## config.mk

```make
export PLATFORM = sky130hd
export DESIGN_NAME = adb_host_connection_manager
export DESIGN_NICKNAME = d
export VERILOG_FILES = /design/src/hw/rtl/ahcm_pkg.sv /design/src/hw/rtl/adb_host_connection_manager.sv
export SDC_FILE = /design/constraint.sdc
export NUM_CORES = 1
export LEC_CHECK = 0
export BUFFER_PORTS_ARGS = -buffer_cell sky130_fd_sc_hd__buf_2
export CORE_MARGIN = 5
export CORE_UTILIZATION = 54
export CTS_CLUSTER_DIAMETER = 60
export CTS_CLUSTER_SIZE = 28
export DETAILED_ROUTE_END_ITERATION = 10
export HOLD_SLACK_MARGIN = 0.1
export PLACE_DENSITY_LB_ADDON = 0.12
export SYNTH_ARGS = -nofsm -noshare
export SYNTH_HDL_FRONTEND = slang
export SYNTH_SLANG_ARGS = --single-unit
```

## constraint.sdc

```tcl
create_clock -name clk -period 9.9 [get_ports clk]
set_input_delay 0.495 -clock clk [delete_from_list [all_inputs] [get_ports clk]]
set_output_delay 0.495 -clock clk [all_outputs]
set_load 0.01 [all_outputs]
```

## src/hw/rtl/ahcm_pkg.sv

```systemverilog
// ============================================================================
// ahcm_pkg
// Types, codes and constants of the debug-bridge host connection manager.
// ============================================================================
package ahcm_pkg;

  localparam int DEF_MAX_SLOTS = 2;
  localparam int RES_DEPTH     = 4;
  localparam int RES_IW        = 2;
  localparam int RES_CW        = 3;

  localparam logic [31:0] CNXN_VERSION    = 32'h0100_0000;
  localparam logic [31:0] CNXN_MAXDATA    = 32'd4096;
  localparam logic [15:0] CNXN_BANNER_LEN = 16'd18;
  localparam logic [15:0] CONNECT_CAP     = 16'd256;
  localparam logic [31:0] RETRY_RESET     = 32'd1000;

  typedef enum logic [2:0] {
    OP_TICK   = 3'd0,
    OP_MSG    = 3'd1,
    OP_ATTACH = 3'd2,
    OP_DETACH = 3'd3,
    OP_WRITE  = 3'd4
  } opcode_t;

  typedef enum logic [2:0] {
    CMD_CNXN = 3'd0,
    CMD_OPEN = 3'd1,
    CMD_OKAY = 3'd2,
    CMD_CLSE = 3'd3,
    CMD_WRTE = 3'd4
  } cmd_t;

  typedef enum logic [2:0] {
    EV_CONNECT = 3'd0,
    EV_OPENED  = 3'd1,
    EV_FAILED  = 3'd2,
    EV_CLOSED  = 3'd3,
    EV_RECEIVE = 3'd4
  } event_t;

  typedef enum logic [1:0] {
    KIND_HEADER = 2'd0,
    KIND_EVENT  = 2'd1,
    KIND_STATUS = 2'd2
  } kind_t;

  typedef enum logic [1:0] {
    WS_ACCEPTED = 2'd0,
    WS_NO_LINK  = 2'd1,
    WS_NOT_OPEN = 2'd2
  } wstatus_t;

  typedef enum logic [2:0] {
    ST_UNUSED  = 3'd0,
    ST_CLOSED  = 3'd1,
    ST_OPENING = 3'd2,
    ST_OPEN    = 3'd3,
    ST_WRITING = 3'd4
  } slot_st_t;

  typedef enum logic [1:0] {
    CFG_SLOT_ENABLE    = 2'd0,
    CFG_RECONNECT_MASK = 2'd1,
    CFG_RETRY_MS       = 2'd2
  } cfg_idx_t;

  typedef struct packed {
    logic [1:0]  kind;
    logic [2:0]  cmd;
    logic [31:0] arg0;
    logic [31:0] arg1;
    logic [15:0] plen;
    logic [2:0]  ev;
    logic        slot;
    logic [1:0]  ws;
  } res_t;

endpackage

```

## src/hw/rtl/adb_host_connection_manager.sv

```systemverilog
// ============================================================================
// adb_host_connection_manager
// Host-side debug-bridge link manager over a small table of connection slots.
// ============================================================================
// One item at a time: in_ready is high only while idle. Once attached, a tick
// or received header polls the slots (only the link while it is down; else
// one slot per cycle through a shared 32-bit subtract and compare against
// retry_ms), a header then adds a connect step, a slot dispatch and a step
// per data-received event, a detach visits every slot, a write request is
// checked and, if open, sent; then each result (at most four, later ones
// dropped) is handed out as one beat per cycle while out_ready is high, the
// last flagged by out_last. Configuration is taken only while idle.
module adb_host_connection_manager
  import ahcm_pkg::*;
#(
  parameter int MAX_SLOTS = DEF_MAX_SLOTS
) (
  input  logic        clk,
  input  logic        rst_n,
  input  logic        in_valid,
  output logic        in_ready,
  input  logic [2:0]  in_opcode,
  input  logic [2:0]  in_msg_command,
  input  logic [31:0] in_msg_arg0,
  input  logic [31:0] in_msg_arg1,
  input  logic [15:0] in_msg_length,
  input  logic [31:0] in_now_ms,
  input  logic        in_write_slot,
  output logic        out_valid,
  input  logic        out_ready,
  output logic [1:0]  out_result_kind,
  output logic [2:0]  out_command,
  output logic [31:0] out_arg0,
  output logic [31:0] out_arg1,
  output logic [15:0] out_payload_length,
  output logic [2:0]  out_event_type,
  output logic        out_slot,
  output logic [1:0]  out_write_status,
  output logic        out_last,
  input  logic        cfg_valid,
  output logic        cfg_ready,
  input  logic [1:0]  cfg_index,
  input  logic [31:0] cfg_wdata
);

  localparam int SLOT_IW = (MAX_SLOTS > 1) ? $clog2(MAX_SLOTS) : 1;
  localparam logic [SLOT_IW-1:0] LAST_SLOT = SLOT_IW'(MAX_SLOTS - 1);

  typedef enum logic [6:0] {
    S_IDLE   = 7'b0000001,
    S_POLL   = 7'b0000010,
    S_CNXN   = 7'b0000100,
    S_MSG    = 7'b0001000,
    S_DETACH = 7'b0010000,
    S_WRITE  = 7'b0100000,
    S_DRAIN  = 7'b1000000
  } state_t;

  state_t               state_r, state_nxt;
  logic [SLOT_IW-1:0]   idx_r, idx_nxt;
  logic                 sub_r, sub_nxt;
  logic [RES_CW-1:0]    cnt_r, cnt_nxt;
  logic [RES_IW-1:0]    rd_r, rd_nxt;
  logic                 device_r, device_nxt;
  logic                 link_r, link_nxt;
  logic [1:0]           reconnect_r, reconnect_nxt;
  logic [31:0]          retry_r, retry_nxt;
  slot_st_t             status_r [MAX_SLOTS];
  slot_st_t             status_nxt [MAX_SLOTS];
  logic [31:0]          remote_r [MAX_SLOTS];
  logic [31:0]          remote_nxt [MAX_SLOTS];
  logic [31:0]          attempt_r [MAX_SLOTS];
  logic [31:0]          attempt_nxt [MAX_SLOTS];

  logic [2:0]           opcode_r;
  logic [2:0]           cmd_r;
  logic [31:0]          arg0_r;
  logic [31:0]          arg1_r;
  logic [15:0]          len_r;
  logic [31:0]          now_r;
  logic                 ws_r;
  res_t                 res_buf_r [RES_DEPTH];

  logic                 in_beat, out_beat, cfg_beat;
  logic                 push_en, push_ok, done;
  res_t                 push_res, out_res;
  slot_st_t             cur_st;
  logic [31:0]          elapsed;
  logic                 retry_due;
  logic                 slot_match;
  logic                 ws_ok;
  logic [MAX_SLOTS-1:0] en_vec, rc_vec;
  logic [31:0]          slot_id;

  assign in_ready  = (state_r == S_IDLE);
  assign cfg_ready = (state_r == S_IDLE);
  assign out_valid = (state_r == S_DRAIN) && (cnt_r != '0);
  assign in_beat   = in_valid && in_ready;
  assign out_beat  = out_valid && out_ready;
  assign cfg_beat  = cfg_valid && cfg_ready;

  assign cur_st     = status_r[idx_r];
  assign elapsed    = now_r - attempt_r[idx_r];
  assign retry_due  = elapsed > retry_r;
  assign slot_id    = 32'(idx_r) + 32'd1;
  assign slot_match = (cur_st != ST_UNUSED) && (slot_id == arg1_r);
  assign ws_ok      = 32'(in_write_slot) < 32'(MAX_SLOTS);
  assign en_vec     = MAX_SLOTS'(cfg_wdata[1:0]);
  assign rc_vec     = MAX_SLOTS'(reconnect_r);

  assign out_res            = res_buf_r[rd_r];
  assign out_result_kind    = out_res.kind;
  assign out_command        = out_res.cmd;
  assign out_arg0           = out_res.arg0;
  assign out_arg1           = out_res.arg1;
  assign out_payload_length = out_res.plen;
  assign out_event_type     = out_res.ev;
  assign out_slot           = out_res.slot;
  assign out_write_status   = out_res.ws;
  assign out_last           = ((RES_CW'(rd_r) + RES_CW'(1)) == cnt_r);

  always_comb begin
    state_nxt     = state_r;
    idx_nxt       = idx_r;
    sub_nxt       = sub_r;
    cnt_nxt       = cnt_r;
    rd_nxt        = rd_r;
    device_nxt    = device_r;
    link_nxt      = link_r;
    reconnect_nxt = reconnect_r;
    retry_nxt     = retry_r;
    status_nxt    = status_r;
    remote_nxt    = remote_r;
    attempt_nxt   = attempt_r;
    push_en       = 1'b0;
    push_res      = '0;
    done          = 1'b0;

    case (state_r)
      S_IDLE: begin
        if (in_beat) begin
          idx_nxt = '0;
          sub_nxt = 1'b0;
          case (in_opcode)
            OP_TICK, OP_MSG: begin
              if (device_r) begin
                state_nxt = S_POLL;
              end
            end
            OP_ATTACH: begin
              device_nxt = 1'b1;
            end
            OP_DETACH: begin
              if (device_r) begin
                state_nxt = S_DETACH;
              end
            end
            OP_WRITE: begin
              state_nxt = S_WRITE;
              if (ws_ok) begin
                idx_nxt = SLOT_IW'(in_write_slot);
              end
            end
            default: begin
              state_nxt = S_IDLE;
            end
          endcase
        end
        if (cfg_beat) begin
          case (cfg_index)
            CFG_SLOT_ENABLE: begin
              for (int i = 0; i < MAX_SLOTS; i++) begin
                if (en_vec[i] && (status_r[i] == ST_UNUSED)) begin
                  status_nxt[i]  = ST_CLOSED;
                  attempt_nxt[i] = '0;
                end
              end
            end
            CFG_RECONNECT_MASK: reconnect_nxt = cfg_wdata[1:0];
            CFG_RETRY_MS:       retry_nxt     = cfg_wdata;
            default:            reconnect_nxt = reconnect_r;
          endcase
        end
      end

      S_POLL: begin
        if (!link_r) begin
          push_en       = 1'b1;
          push_res.kind = KIND_HEADER;
          push_res.cmd  = CMD_CNXN;
          push_res.arg0 = CNXN_VERSION;
          push_res.arg1 = CNXN_MAXDATA;
          push_res.plen = CNXN_BANNER_LEN;
        end else if ((cur_st == ST_CLOSED) && retry_due) begin
          push_en            = 1'b1;
          push_res.kind      = KIND_HEADER;
          push_res.cmd       = CMD_OPEN;
          push_res.arg0      = slot_id;
          attempt_nxt[idx_r] = now_r;
          status_nxt[idx_r]  = ST_OPENING;
        end
        if (!link_r || (idx_r == LAST_SLOT)) begin
          idx_nxt = '0;
          if (opcode_r == OP_MSG) begin
            state_nxt = S_CNXN;
          end else begin
            done = 1'b1;
          end
        end else begin
          idx_nxt = idx_r + SLOT_IW'(1);
        end
      end

      S_CNXN: begin
        if (cmd_r == CMD_CNXN) begin
          link_nxt      = 1'b1;
          push_en       = 1'b1;
          push_res.kind = KIND_EVENT;
          push_res.ev   = EV_CONNECT;
          push_res.plen = (len_r < CONNECT_CAP) ? len_r : CONNECT_CAP;
        end
        state_nxt = S_MSG;
      end

      S_MSG: begin
        if (slot_match) begin
          case (cmd_r)
            CMD_OKAY: begin
              if (cur_st == ST_OPENING) begin
                status_nxt[idx_r] = ST_OPEN;
                remote_nxt[idx_r] = arg0_r;
                push_en           = 1'b1;
                push_res.kind     = KIND_EVENT;
                push_res.ev       = EV_OPENED;
                push_res.arg0     = arg0_r;
                push_res.slot     = idx_r[0];
              end else if (cur_st == ST_WRITING) begin
                status_nxt[idx_r] = ST_OPEN;
              end
            end
            CMD_CLSE: begin
              push_en           = 1'b1;
              push_res.kind     = KIND_EVENT;
              push_res.ev       = (cur_st == ST_OPENING) ? EV_FAILED : EV_CLOSED;
              push_res.slot     = idx_r[0];
              status_nxt[idx_r] = rc_vec[idx_r] ? ST_CLOSED : ST_UNUSED;
            end
            CMD_WRTE: begin
              push_en = 1'b1;
              if ((len_r != '0) && !sub_r) begin
                push_res.kind = KIND_EVENT;
                push_res.ev   = EV_RECEIVE;
                push_res.plen = len_r;
                push_res.slot = idx_r[0];
                sub_nxt       = 1'b1;
              end else begin
                push_res.kind = KIND_HEADER;
                push_res.cmd  = CMD_OKAY;
                push_res.arg0 = arg1_r;
                push_res.arg1 = arg0_r;
                sub_nxt       = 1'b0;
              end
            end
            default: begin
              push_en = 1'b0;
            end
          endcase
        end
        if (!sub_nxt) begin
          if (idx_r == LAST_SLOT) begin
            done = 1'b1;
          end else begin
            idx_nxt = idx_r + SLOT_IW'(1);
          end
        end
      end

      S_DETACH: begin
        if ((cur_st != ST_UNUSED) && (cur_st != ST_CLOSED)) begin
          push_en           = 1'b1;
          push_res.kind     = KIND_EVENT;
          push_res.ev       = (cur_st == ST_OPENING) ? EV_FAILED : EV_CLOSED;
          push_res.slot     = idx_r[0];
          status_nxt[idx_r] = rc_vec[idx_r] ? ST_CLOSED : ST_UNUSED;
        end
        if (idx_r == LAST_SLOT) begin
          device_nxt = 1'b0;
          link_nxt   = 1'b0;
          done       = 1'b1;
        end else begin
          idx_nxt = idx_r + SLOT_IW'(1);
        end
      end

      S_WRITE: begin
        push_en       = 1'b1;
        push_res.kind = KIND_STATUS;
        push_res.slot = ws_r;
        if (sub_r) begin
          push_res.ws = WS_ACCEPTED;
          done        = 1'b1;
        end else if (!device_r || !link_r) begin
          push_res.ws = WS_NO_LINK;
          done        = 1'b1;
        end else if (!(32'(ws_r) < 32'(MAX_SLOTS)) || (cur_st != ST_OPEN)) begin
          push_res.ws = WS_NOT_OPEN;
          done        = 1'b1;
        end else begin
          push_res.kind     = KIND_HEADER;
          push_res.cmd      = CMD_WRTE;
          push_res.arg0     = slot_id;
          push_res.arg1     = remote_r[idx_r];
          push_res.plen     = len_r;
          push_res.slot     = 1'b0;
          status_nxt[idx_r] = ST_WRITING;
          sub_nxt           = 1'b1;
        end
      end

      S_DRAIN: begin
        if (cnt_r == '0) begin
          state_nxt = S_IDLE;
        end else if (out_beat) begin
          if (out_last) begin
            cnt_nxt   = '0;
            rd_nxt    = '0;
            state_nxt = S_IDLE;
          end else begin
            rd_nxt = rd_r + RES_IW'(1);
          end
        end
      end

      default: begin
        state_nxt = S_IDLE;
      end
    endcase

    push_ok = push_en && (cnt_r < RES_CW'(RES_DEPTH));
    if (push_ok) begin
      cnt_nxt = cnt_r + RES_CW'(1);
    end
    if (done) begin
      idx_nxt   = '0;
      sub_nxt   = 1'b0;
      state_nxt = (cnt_nxt == '0) ? S_IDLE : S_DRAIN;
    end
  end

  always_ff @(posedge clk) begin
    if (!rst_n) begin
      state_r     <= S_IDLE;
      idx_r       <= '0;
      sub_r       <= 1'b0;
      cnt_r       <= '0;
      rd_r        <= '0;
      device_r    <= 1'b0;
      link_r      <= 1'b0;
      reconnect_r <= '0;
      retry_r     <= RETRY_RESET;
      for (int i = 0; i < MAX_SLOTS; i++) begin
        status_r[i]  <= ST_UNUSED;
        remote_r[i]  <= '0;
        attempt_r[i] <= '0;
      end
    end else begin
      state_r     <= state_nxt;
      idx_r       <= idx_nxt;
      sub_r       <= sub_nxt;
      cnt_r       <= cnt_nxt;
      rd_r        <= rd_nxt;
      device_r    <= device_nxt;
      link_r      <= link_nxt;
      reconnect_r <= reconnect_nxt;
      retry_r     <= retry_nxt;
      status_r    <= status_nxt;
      remote_r    <= remote_nxt;
      attempt_r   <= attempt_nxt;
    end
  end

  always_ff @(posedge clk) begin
    if (in_beat) begin
      opcode_r <= in_opcode;
      cmd_r    <= in_msg_command;
      arg0_r   <= in_msg_arg0;
      arg1_r   <= in_msg_arg1;
      len_r    <= in_msg_length;
      now_r    <= in_now_ms;
      ws_r     <= in_write_slot;
    end
    if (push_ok) begin
      res_buf_r[cnt_r[RES_IW-1:0]] <= push_res;
    end
  end

endmodule

```

### After elaboration in Yosys (flattened, before gate mapping)

Memory sizes are Yosys's and may differ from the RTL's. A register that Yosys moved wholly into a read port is not among the register bits.
Cells that the tools add are included.

* register bits: 303
* bits in writable memories: 364
* input port bits: 158
* output and inout bits: 95
* logic and storage cells: 284
* memories: 1

* add/subtract/negate cells: 6
* order comparisons: 6
* eq/ne operators: 51
* mux-type cells: 136
* bitwise logic cells: 12
* reductions and logical operators: 50

Memories
* res_buf_r: depth 4, bits a word 91, read ports 1, clocked after Yosys merged registers in 1, wr ports 1, RTL line adb_host_connection_manager.sv:82 `res_t res_buf_r [RES_DEPTH];`

Operators by type and width (count)
* 32-bit two-way mux: 10
* 64-bit two-way mux: 4
* 85-bit two-way mux: 3
* 67-bit case mux with 3 select lines: 1
* 64-bit bitwise mux: 2
* 64-bit case mux with 2 select lines: 1
* 89-bit two-way mux: 1
* 7-bit two-way mux: 10
* 33-bit two-way mux: 2
* 6-bit two-way mux: 11
* 66-bit two-way mux: 1
* 16-bit case mux with 4 select lines: 1
* 32-bit case mux with 2 select lines: 1
* 48-bit two-way mux: 1
* 1-bit two-way mux: 43
* 3-bit two-way mux: 12
* 7-bit case mux with 5 select lines: 1
* 32-bit demux with 1-bit select: 1
* 2-bit by 32-bit == test with 1-bit output: 1
* 32-bit > comparator: 1
* 32-bit subtractor: 1
* 6-bit case mux with 5 select lines: 1
* 29-bit two-way mux: 1
* 7-bit case mux with 4 select lines: 1
* other kinds (71): 149

### Depth between registers and ports, before layout

* word-level depth: 15
* depth in mapped cells: 29
* depth with buffers taken out: 23

### Worst setup path after synthesis

No wires, ideal clock.

* path type: flip-flop to flip-flop
* start point: reg idx_r
* end point: mem res_buf_r[0][0] (netlist name) (enable)
* setup time: 0.460 ns
* arrival: 7.700 ns
* required time: 9.440 ns
* path slack: 1.740 ns
* cell stages (with the launch flop): 26
* buffers on the path: 6
* period minus slack after synthesis: 8.160 ns
* path through: dfxtp_1 buf_2 buf_2 buf_2 buf_1 clkbuf_1 mux2i_1 ha_1 nand3_1 or2_2 o221a_2 o31ai_1 o211ai_1 o21ai_1 a31oi_1 mux2i_1 o2111ai_1 ha_1 nand4_1 or2_2 nor3_1 o31a_1 o211ai_1 a221oi_2 buf_4 and2_1

* longest elaborated chain between the ends: 13
* elaborated cells between the ends (all ways): 28
* classes of those cells: add/sub: 2; order compare: 1; eq/ne: 4; mux: 15; bitwise: 1; reduce/logical: 5

Ends and longest elaborated chain
* start: declaration: RTL line adb_host_connection_manager.sv:60 `logic [SLOT_IW-1:0] idx_r, idx_nxt;`
* start signal: assignment: RTL line adb_host_connection_manager.sv:368 `idx_r <= idx_nxt;`
* 1-bit inverter with 2-bit output (not written as such): RTL line adb_host_connection_manager.sv:102, adb_host_connection_manager.sv:103
* 32-bit two-way mux (not written as such) (3 in series): RTL line adb_host_connection_manager.sv:103 `assign elapsed = now_r - attempt_r[idx_r];`
* 32-bit subtractor: RTL line adb_host_connection_manager.sv:103
* 32-bit > comparator: RTL line adb_host_connection_manager.sv:104 `assign retry_due = elapsed > retry_r;`
* 1-bit logical AND: RTL line adb_host_connection_manager.sv:194 `end else if ((cur_st == ST_CLOSED) && retry_due) begin`
* 1-bit two-way mux: RTL line adb_host_connection_manager.sv:194
* 1-bit two-way mux: RTL line adb_host_connection_manager.sv:187 `if (!link_r) begin`
* 1-bit case mux with 5 select lines (*): RTL line adb_host_connection_manager.sv:139 `case (state_r)`
* 1-bit logical AND (*): RTL line adb_host_connection_manager.sv:339 `push_ok = push_en && (cnt_r < RES_CW'(RES_DEPTH));`
* 1-bit two-way mux (*): RTL line adb_host_connection_manager.sv:392 `if (push_ok) begin`
* 1-bit two-way mux (not written as such) (*): RTL line adb_host_connection_manager.sv:393 `res_buf_r[cnt_r[RES_IW-1:0]] <= push_res;`
* end: declaration: RTL line adb_host_connection_manager.sv:82

Every way passes the cells marked *; elsewhere a longest branch is shown, timed or not. The select of a mux whose other input is x is not followed.

### Final worst setup path

* start point: reg idx_r
* end point: mem res_buf_r[3][82] (netlist name) (enable)

The elaborated chain is that of the path after synthesis.

==> impl_results.md <==
- Status: complete, no violations
- Hold path depth: 3
- TritonCTS buffer count: 43
- WHS: 0.139 ns
- Post-synth EDFFs: 483
- Distinct cells, synth: 80
- Slowest cell on the critical path: dfxtp_4
- Worst-Margin Slew: 1.15 ns
- PD cells: 167 nW/um^2
- Wire per inst: 23.1 um
- Ratio of cells with drive above 1 in the final layout: 19.7%
- Crit. End Element: register
- Leak: 11.2 nW
- Worst vdd ir: 0.000160 V
- Compound-cell area share of the yosys netlist: 10.6%
- Die Y: 240 um
- IO Count: 253
- Setup total negative slack: 0 ns
- Fmax: 0.125 GHz
- CP max stage delay: 1.01 ns
- Slack of the worst reg-to-reg path: 1.92 ns
- Number of port buffers: 252
- First-pass GRT wire length: 110 mm
- Syn Area/Cell: 13.7 um^2
- Worst Clk Skew: 0.0267 ns
- Final nets: 2635
- Clk slew on worst S/H paths: 0.09 ns
- Max-capacitance violation count: 0
- Final Critical Period: 7.98 ns
- Largest family of logic cells by synthesized area: compound AO/OA/AOI/OAI gates
- Synth Area in Adders: 3.08%
- Total track usage: 24.5%
- Setup violators final: 0
- Number of synthesized register bits: 669
- Syn_nets: 2318
- Std cell rows: 84
- Hold Fails Final Rpt: 0
- CP arrival: 8.23 ns
- Vias after detailed routing: 18600
- R2r endpoint: res_buf_r[3][82]$_DFFE_PP_
- Commonest non-fill, non-tap cells in the layout: edfxtp_1, nand2_1, buf_2, dfxtp_1, dlygate4sd3_1
- CP Max Fanout: 64
- Drt pass-1 iters: 5
- Fin. max-slew vios: 0
- Die W: 240 um
- Mapped Area: 28600 um^2
- Relative slew margins: 23.1%
- Critical path buffer and inverter count: 2
- Seq/Total Area, Yosys: 63.6%
- Vias per inst: 5.96
- Critical path's top delay family: compound AO/OA/AOI/OAI gates
- Core Area: 52600 um^2
- Vias in the first global route: 19000
- Initial core utilization: 54.5%
- Clk root buf: clkbuf_16
- Initial antenna violation count: 0
- GPL Wtd Cong: 0.857
- Total Wirelength: 72.1 mm
- DRC: 0
- Worst min path class: input port to register
- Initial DRC count: 1571
- Largest net degree at the start of global routing: 101
- Synth Area in Simple Gates: 9.33%
- Most common cell after layout, fill and taps aside: edfxtp_1
- Hold endpoint: retry_r[6]$_SDFFE_PN1P_
- Final HPWL DP: 46.1 mm
- Min-delay src: cfg_wdata[6]
- Antenna cells: 0
- Antenna Nets Post-Route: 0
- Mux contribution to synthesized area: 9.65%
- R2R Path Start: idx_r$_SDFFE_PP0P_
- Area grow syn2layout: 15.8%
- FILL cells: 3951
- Primary FF master, synth: edfxtp_1
- Global route overflow: 0
- CP Cell Sequence: mux2_2 > ha_1 > inv_1 > fa_1 > a211oi_1 > o21bai_1 > a21oi_1 > o2111a_1 > nor3_1 > a211oi_1 > a21oi_1 > xor2_1 > ha_1 > nand4_1 > or2_2 > nor3_1 > o31a_1 > o211ai_1 > a221oi_2 > and2_4 > buf_4
- RSZ-0062 raised after global routing: false
- Reg2reg path depth: 21
- Crit path required time: 10.15 ns
- Ys Warns: 0
- Period utilisation layout: 80.6%
- Worst setup path class: register to register
- CTS max path bufs: 3
- Die area: 57800 um^2
- Worst-Skew Late Latency: 0.60 ns
- Startpoint Class: register
- CTS tree: yes
- Htree depth: 2
- CTS-repair resized insts: 0
- Post-synthesis xor/xnor area fraction: 1.13%
- Clock sinks: 669
- Synthesized instance count: 2090
- Async SR Flop Fraction: 0%
## power breakdown
part           leakage [nW]  switching [W]  internal (W)
logic                  4.55       0.000235      0.000196
clock network         0.741        0.00106      0.000919
registers              5.92      0.0000822       0.00305
total                  11.2        0.00138       0.00417
## metal layers
layer,share of wire [%],global-route usage [%]
met1,42,32.8
met2,50,42.1
met5,0,0
met3,6.1,4.06
met4,2.2,6.40
## flip-flops by register name, summed over array words and instances (netlist names), 7 cells and up, named ones only
signal     flops
arg0_r        32
remote_r      64
now_r         32
retry_r       32
arg1_r        32
state_r        7
res_buf_r    364
len_r         16
attempt_r     64
## area by class of cell
class / count / area (um^2) / area share, %
clock buffers: 48 / 1160 / 3.49
well taps: 688 / 861 / 2.60
repair buffers: 392 / 2600 / 7.85
multi-input cells: 1245 / 9720 / 29.3
clock inverters: 30 / 363 / 1.09
flip-flops and latches: 669 / 18200 / 55.0
inverters: 56 / 215 / 0.649
## Yosys cell counts (6+ instances only)
library cell / number / share of area [%]
a21boi_0: 89 / 2.3
a21o_1: 20 / 0.52
a21oi_1: 52 / 0.91
a221o_1: 47 / 1.6
a22oi_1: 34 / 0.89
a31oi_1: 6 / 0.13
a32oi_1: 18 / 0.55
and2_1: 7 / 0.15
and3_1: 52 / 1.1
buf_1: 12 / 0.16
buf_2: 22 / 0.38
buf_6: 6 / 0.24
clkbuf_1: 76 / 1.0
dfxtp_1: 186 / 13
edfxtp_1: 483 / 51
ha_1: 69 / 3.0
inv_1: 54 / 0.71
mux2i_1: 68 / 2.4
mux4_2: 91 / 7.2
nand2_1: 299 / 3.9
nand2b_1: 14 / 0.31
nand3_1: 13 / 0.23
nand4_1: 15 / 0.33
nor2_1: 65 / 0.85
nor2b_1: 32 / 0.70
nor3_1: 13 / 0.23
nor4_1: 15 / 0.33
o211ai_1: 14 / 0.37
o21ai_0: 52 / 0.91
o21ai_1: 8 / 0.14
o21bai_1: 11 / 0.29
o22ai_1: 8 / 0.17
or3_1: 7 / 0.15
xnor2_1: 26 / 0.79
xor2_1: 11 / 0.34
## per-stage QoR
step	cells	instance area (um^2)	total power (W)	setup WS, ns	utilization (%)
3_5_place_dp	2935	30500	0.00359	1.94	58.0
4_1_cts	3128	33200	0.00557	1.89	63.1
6_report	3128	33200	0.00554	1.92	63.1
2_1_floorplan	2090	28600	0.00344	1.74	-
5_1_grt	3128	33200	0.00575	1.45	63.1
3_3_place_gp	2935	30500	0.00358	2.10	58.0
## logic make-up after synthesis
group / after synthesis
DFF: 669
and+or+nand+nor: 568
AOI/OAI and AO/OA: 408
buffers and inverters: 176
muxes: 162
adders and majority gates: 70
xor gates and xnor gates: 37
## tightest hold or removal path, delay by kind of cell
kind	cells	cell delay, ns
AOI/OAI and AO/OA	1	0.08
buffers and inverters	1	0.07
and+or+nand+nor	1	0.04
## repair_timing
item                                   in CTS  in global routing
endpoints found under the hold margin     115                  0
hold buffers                              115                  0
buffers inserted                            0                  0
## how the worst max path moves through the flow
stage / slack (ns) / cells past startpoint / startpoint / end
floorplan: 1.74 / 25 / idx_r$_SDFFE_PP0P_ / res_buf_r[0][0]$_DFFE_PP_
global placement: 2.10 / 19 / idx_r$_SDFFE_PP0P_ / res_buf_r[3][58]$_DFFE_PP_
detailed placement: 1.94 / 19 / idx_r$_SDFFE_PP0P_ / res_buf_r[0][38]$_DFFE_PP_
CTS: 1.89 / 19 / idx_r$_SDFFE_PP0P_ / res_buf_r[0][38]$_DFFE_PP_
global route: 1.45 / 19 / idx_r$_SDFFE_PP0P_ / res_buf_r[3][82]$_DFFE_PP_
finish: 1.92 / 21 / idx_r$_SDFFE_PP0P_ / res_buf_r[3][82]$_DFFE_PP_
Note: power is estimated with default switching activity, not from simulation.
